**src/sv/aar_pkg.sv**
```systemverilog
// Shared types, constants and helper functions of the axis-angle rotation matrix block.
// No dependencies; the files that use it take what they need from here by scoped names.
`default_nettype none
package aar_pkg;

  // CORDIC stage count and arctangent table size
  localparam int unsigned CORDIC_STAGES_DEF = 16;
  localparam int unsigned ATAN_ENTRIES      = 24;

  // Datapath widths
  localparam int unsigned CW = 34;   // CORDIC x, y, z (Q2.30 plus headroom)
  localparam int unsigned CS = 18;   // rounded cos / sin (Q2.14 plus headroom)

  // Angle reduction constants
  localparam logic [16:0] DEG_BIAS    = 17'd33120;    // 92 * 360, keeps the degree part positive
  localparam logic [15:0] INV360_Q24  = 16'd46604;    // ceil(2^24 / 360)
  localparam logic [8:0]  DEG360      = 9'd360;
  localparam logic [8:0]  DEG90       = 9'd90;
  localparam logic [8:0]  DEG180      = 9'd180;
  localparam logic [8:0]  DEG270      = 9'd270;
  localparam logic [24:0] PI180_Q30   = 25'd18740330;
  localparam logic signed [CW-1:0] CORDIC_GAIN_Q30 = 34'sd652032874;
  localparam logic signed [18:0]   ONE_Q14 = 19'sd16384;

  typedef enum logic [1:0] {
    QUAD_0 = 2'd0,
    QUAD_1 = 2'd1,
    QUAD_2 = 2'd2,
    QUAD_3 = 2'd3
  } quad_e;

  typedef struct packed {
    logic signed [15:0] x;
    logic signed [15:0] y;
    logic signed [15:0] z;
  } axis_t;

  // Data that travels alongside the CORDIC
  typedef struct packed {
    quad_e quad;
    axis_t axis;
  } side_t;

  // atan(2^-i) in Q2.30, truncated
  function automatic logic [29:0] atan_q30(input int unsigned i);
    logic [29:0] r;
    case (i)
      0:  r = 30'd843314856;
      1:  r = 30'd497837829;
      2:  r = 30'd263043836;
      3:  r = 30'd133525158;
      4:  r = 30'd67021686;
      5:  r = 30'd33543515;
      6:  r = 30'd16775850;
      7:  r = 30'd8388437;
      8:  r = 30'd4194282;
      9:  r = 30'd2097149;
      10: r = 30'd1048575;
      11: r = 30'd524287;
      12: r = 30'd262143;
      13: r = 30'd131071;
      14: r = 30'd65535;
      15: r = 30'd32767;
      16: r = 30'd16383;
      17: r = 30'd8191;
      18: r = 30'd4095;
      19: r = 30'd2047;
      20: r = 30'd1023;
      21: r = 30'd511;
      22: r = 30'd255;
      23: r = 30'd127;
      default: r = 30'd0;
    endcase
    return r;
  endfunction

  // Clamp a rounded element into Q2.14
  function automatic logic signed [15:0] sat16(input logic signed [23:0] v);
    logic signed [15:0] r;
    if (v > 24'sd32767) begin
      r = 16'sh7fff;
    end else if (v < -24'sd32768) begin
      r = 16'sh8000;
    end else begin
      r = v[15:0];
    end
    return r;
  endfunction

endpackage
`default_nettype wire

```
**src/sv/aar_reduce.sv**
```systemverilog
// Angle front end: modulo 360, quadrant split and degree-to-radian conversion, five stages.
// Depends on aar_pkg.
`default_nettype none
module aar_reduce (
  input  wire logic                           clk_i,
  input  wire logic                           rst_ni,
  input  wire logic                           en_i,
  input  wire logic                           valid_i,
  input  wire logic signed [31:0]             angle_i,
  input  wire aar_pkg::axis_t                 axis_i,
  output logic                                valid_o,
  output logic signed [aar_pkg::CW-1:0]       z_o,
  output aar_pkg::side_t                      side_o
);

  logic [4:0] v_q;

  // stage 1: bias the integer degrees positive
  logic [16:0]    hiu1_q;
  logic [15:0]    lo1_q;
  aar_pkg::axis_t ax1_q;
  // stage 2: quotient by 360
  logic [16:0]    hiu2_q;
  logic [7:0]     q2_q;
  logic [15:0]    lo2_q;
  aar_pkg::axis_t ax2_q;
  // stage 3: quadrant and remainder in degrees
  logic [22:0]    rem3_q;
  aar_pkg::side_t sd3_q;
  // stage 4: radian partial products
  logic [40:0]    pl4_q;
  logic [31:0]    ph4_q;
  aar_pkg::side_t sd4_q;
  // stage 5: radians in Q2.30
  logic [31:0]    cz5_q;
  aar_pkg::side_t sd5_q;

  logic [16:0] hiu1_d;
  logic [32:0] qprod;
  logic [16:0] qx360;
  logic [8:0]  r3;
  logic [8:0]  rd3;
  aar_pkg::quad_e quad3;
  logic [48:0] czsum;

  assign hiu1_d = 17'(angle_i[31:16]) + aar_pkg::DEG_BIAS
                  - (angle_i[31] ? 17'h10000 : 17'd0);
  assign qprod  = 33'(hiu1_q) * 33'(aar_pkg::INV360_Q24);
  assign qx360  = 17'(q2_q) * 17'(aar_pkg::DEG360);
  assign r3     = 9'(hiu2_q - qx360);

  // Pick the quadrant and strip it from the degrees
  always_comb begin
    if (r3 < aar_pkg::DEG90) begin
      quad3 = aar_pkg::QUAD_0;
      rd3   = r3;
    end else if (r3 < aar_pkg::DEG180) begin
      quad3 = aar_pkg::QUAD_1;
      rd3   = r3 - aar_pkg::DEG90;
    end else if (r3 < aar_pkg::DEG270) begin
      quad3 = aar_pkg::QUAD_2;
      rd3   = r3 - aar_pkg::DEG180;
    end else begin
      quad3 = aar_pkg::QUAD_3;
      rd3   = r3 - aar_pkg::DEG270;
    end
  end

  assign czsum = {1'b0, ph4_q, 16'd0} + 49'(pl4_q) + 49'd32768;

  // Advance the valid bits
  always_ff @(posedge clk_i or negedge rst_ni) begin
    if (!rst_ni) begin
      v_q <= '0;
    end else if (en_i) begin
      v_q <= {v_q[3:0], valid_i};
    end
  end

  // Advance the payload
  always_ff @(posedge clk_i) begin
    if (en_i) begin
      hiu1_q    <= hiu1_d;
      lo1_q     <= angle_i[15:0];
      ax1_q     <= axis_i;
      hiu2_q    <= hiu1_q;
      q2_q      <= qprod[31:24];
      lo2_q     <= lo1_q;
      ax2_q     <= ax1_q;
      rem3_q    <= {rd3[6:0], lo2_q};
      sd3_q     <= '{quad: quad3, axis: ax2_q};
      pl4_q     <= 41'(rem3_q[15:0]) * 41'(aar_pkg::PI180_Q30);
      ph4_q     <= 32'(rem3_q[22:16]) * 32'(aar_pkg::PI180_Q30);
      sd4_q     <= sd3_q;
      cz5_q     <= czsum[47:16];
      sd5_q     <= sd4_q;
    end
  end

  assign valid_o = v_q[4];
  assign z_o     = {2'b00, cz5_q};
  assign side_o  = sd5_q;

endmodule
`default_nettype wire

```
**config.mk**
```make
export PLATFORM = sky130hd
export DESIGN_NAME = aar_reduce
export DESIGN_NICKNAME = d
export VERILOG_FILES = /design/src/sv/aar_pkg.sv /design/src/sv/aar_reduce.sv
export SDC_FILE = /design/constraint.sdc
export NUM_CORES = 1
export LEC_CHECK = 0
export BUFFER_PORTS_ARGS = -buffer_cell sky130_fd_sc_hd__buf_2
export CORE_MARGIN = 1
export CORE_UTILIZATION = 43
export DETAILED_ROUTE_END_ITERATION = 6
export PLACE_DENSITY_LB_ADDON = 0.05
export SETUP_SLACK_MARGIN = 0.02
export SLEW_MARGIN = 10
export SYNTH_ARGS = -nofsm -noshare
export SYNTH_HDL_FRONTEND = slang
export SYNTH_SLANG_ARGS = --single-unit
```
**constraint.sdc**
```tcl
create_clock -name clk_i -period 13.25 [get_ports clk_i]
set_input_delay 2.65 -clock clk_i [delete_from_list [all_inputs] [get_ports clk_i]]
set_output_delay 2.65 -clock clk_i [all_outputs]
set_load 0.05 [all_outputs]
```
==> impl_metrics.yaml <==
grt:
  grt_pass1_wl_um: 81380
  grt_pass1_vias: 15856
  antenna_found_initial: 0
  track_usage: 0.1624
  grt.overflow.total: 0
  grt_max_degree: 176
sta:
  timing.fmax_mhz: 158.8
  finalHoldViolCount: 0
  slew_viol_final: 0
  worstMarginPinSlew_ps: 1064
  min_period_over_period: 0.4752
  fin_tns_setup_ps: 0
  rsz0062_at_grt: "no"
  setup_viol: 0
  maxSlewHeadroom: 0.2909
  finClkSkew_ps: 25.05
  period_minus_slack_ps: 6296
clocking:
  cts_root_buffer: "clkbuf_16"
  postCtsHoldBufs: 0
  cts_tree: "yes"
  max-clock-path-buffers: 3
  cts_sinks: 427
  clk_pin_slew_ps: 60
  ctsResizeCount: 0
  clkLatencyLatePin_ps: 600
  post-cts-setup-buffer-count: 0
  h-tree-depth: 2
  cts_buffers: 47
placement:
  placed_area_sq_mm: 0.02926
  hpwlAfterDp_um: 40060
  globalplace.congestion: 0.8804
  portBuffers: 166
floorplan:
  ios: 169
  rows: 92
  fp.dieArea_sq_mm: 0.06462
  die_y_um: 254.2
  die_x_um: 254.2
  initial_core_util: 0.4344
  core-area_sq_mm: 0.06297
layout:
  multi_input_area_sq_mm: 0.01285
  layout_commonest_cell: "inv_1"
  final_core_util: 0.4904
  diodes: 0
  fill_cells: 5646
  layout-drive-gt1-share: 0.1228
  regArea_sq_mm: 0.01280
  layout_common_cells: "inv_1, edfxtp_1, ha_1"
  syn2layout_area_growth_pct: 12.89
  postLayoutCellArea_sq_mm: 0.03088
  finalNetCount: 2931
drt:
  drt_pass1_iterations: 6
  wirelength_um: 50460
  via_per_inst: 4.704
  drcViolationCount: 0
  drt-initial-drc-count: 641
  postRouteAntennaNets: 0
  vias: 14708
  routedWlPerCell_um: 16.14
logic_synthesis:
  netlist_instances: 2029
  ys_async_sr_fraction: 0.01171
  ys_ff_latch: 427
  seq_area_frac_synth: 0.4679
  synth_cell_types: 63
  ys.warnings.count: 0
  syn_area_sq_mm: 0.02735
  synth-main-ff-cell: "edfxtp_1"
  synth_edf_count: 422
  avgSynthCellArea_sq_um: 13.48
critical_path:
  cp.arrival_ps: 6620
  cpPeakStageDelay_ps: 700
  critPathKind: "reg2reg"
  cp_num_buf_inv: 4
  critPathCaptureType: "register"
  path_max_fanout: 6
  cp_common_cell: "fa_1"
  path_cells: "fa_1, inv_1, fa_1, fa_1, inv_1, fa_1, fa_1, inv_1, fa_1, inv_1, ha_1, and4_1, a211oi_1, o21ai_1, a21o_1, a21o_1, a211o_1, a21oi_1, xnor2_1"
  worstPathRequired_ps: 13580
  startpoint_type: "register"
  crit_slowest_cell: "fa_1"
  critPathTopFamily: "adder cells"
worst_hold_path:
  hp-class: "reg2reg"
status:
  status: "finished, final reports clean"
run:
  cap_viol_max_count: 0
[path summary, 6_finish.rpt]
check / slack [ps] / cells after the start / startpoint / to
worst max-delay path: 6950 / 19 / rem3_q[1] / pl4_q[39]
worst min-delay path: 400 / 0 / lo2_q[6] / rem3_q[6]
worst max register to register: 6950 / 19 / rem3_q[1] / pl4_q[39]
worst min register to register: 400 / 0 / lo2_q[6] / rem3_q[6]
max in group asynchronous: 11270 / 1 / rst_ni / v_q[2]
min in group asynchronous: 1850 / 1 / rst_ni / v_q[0]
[metrics by stage]
| stage | std cells | hold WS (ps) | setup WS, ps |
|---|---|---|---|
| 6_report | 3127 | 398.4 | 6954 |
| 5_1_grt | 3127 | 406.5 | 6467 |
| 2_1_floorplan | 2030 | 400.3 | 7302 |
| 4_1_cts | 3127 | 405.9 | 6874 |
| 3_3_place_gp | 3041 | 400.2 | 6944 |
| 3_5_place_dp | 3041 | 404.5 | 6882 |
[cell usage after synthesis, drive strengths merged, types with 7 or more instances]
master  number  area share
inv        447       0.061
edfxtp     422        0.46
ha         381        0.17
fa         222        0.16
a21oi       84       0.016
xnor2       82       0.026
nor2        51      0.0070
a21o        47       0.013
xor2        35       0.011
nand2       33      0.0045
o21ai       31      0.0057
o21bai      21      0.0058
nand3       14      0.0026
o21a        12      0.0033
or2         12      0.0027
nor2b       11      0.0025
nor3        11      0.0020
a211oi      10      0.0035
and3         9      0.0021
nand2b       8      0.0018
and2         7      0.0016
[state kept, by name, indices dropped and copies added, names as in the netlist]
name    cells
ax1_q      48
ax2_q      48
cz5_q      32
hiu1_q     17
hiu2_q      9
lo1_q      16
lo2_q      16
ph4_q      31
pl4_q      26
q2_q        6
rem3_q     23
sd3_q      50
sd4_q      50
side_o     50
v_q         5
[routing by layer]
metal	track usage	share of wire	vias up
met3	0.03133	0.043	62
met4	0.04045	0.019	0
met2	0.2838	0.49	160
met5	0	0	-
met1	0.2066	0.45	7164
li1	-	-	7322
[worst reg2reg max path: stages, from the launching register on]
cell	delay (ps)
edfxtp_1	530
fa_1	700
inv_1	100
fa_1	500
fa_1	510
inv_1	50
fa_1	460
fa_1	540
inv_1	50
fa_1	520
inv_1	40
ha_1	340
and4_1	230
a211oi_1	220
o21ai_1	220
a21o_1	250
a21o_1	220
a211o_1	300
a21oi_1	180
xnor2_1	80
[area by class of cell]
type	instances	share of cell area
Clock buffer	47	0.03809
Clock inverter	39	0.01410
Inverter	447	0.05434
Multi-Input combinational cell	1152	0.4163
Sequential cell	427	0.4145
Tap cell	846	0.03428
Timing Repair Buffer	169	0.02837
[cells by family (layout without fill, tap and decap cells)]
| kind of cell | count (synthesis) | count (layout) | share of synthesized area |
|---|---|---|---|
| xor+xnor | 117 | 117 | 0.03747 |
| compound gates | 255 | 255 | 0.06249 |
| buf+inv | 451 | 702 | 0.06222 |
| simple gates | 167 | 167 | 0.02978 |
| fa+ha+maj | 603 | 603 | 0.3368 |
| mux | 8 | 8 | 0.003202 |
| flops | 427 | 427 | 0.4679 |
| other cells | 1 | 2 | 0.0001371 |
Power is left out: the tool's default activity adds up to more than one toggle a clock period on the data nets, which glitch-free logic cannot reach.
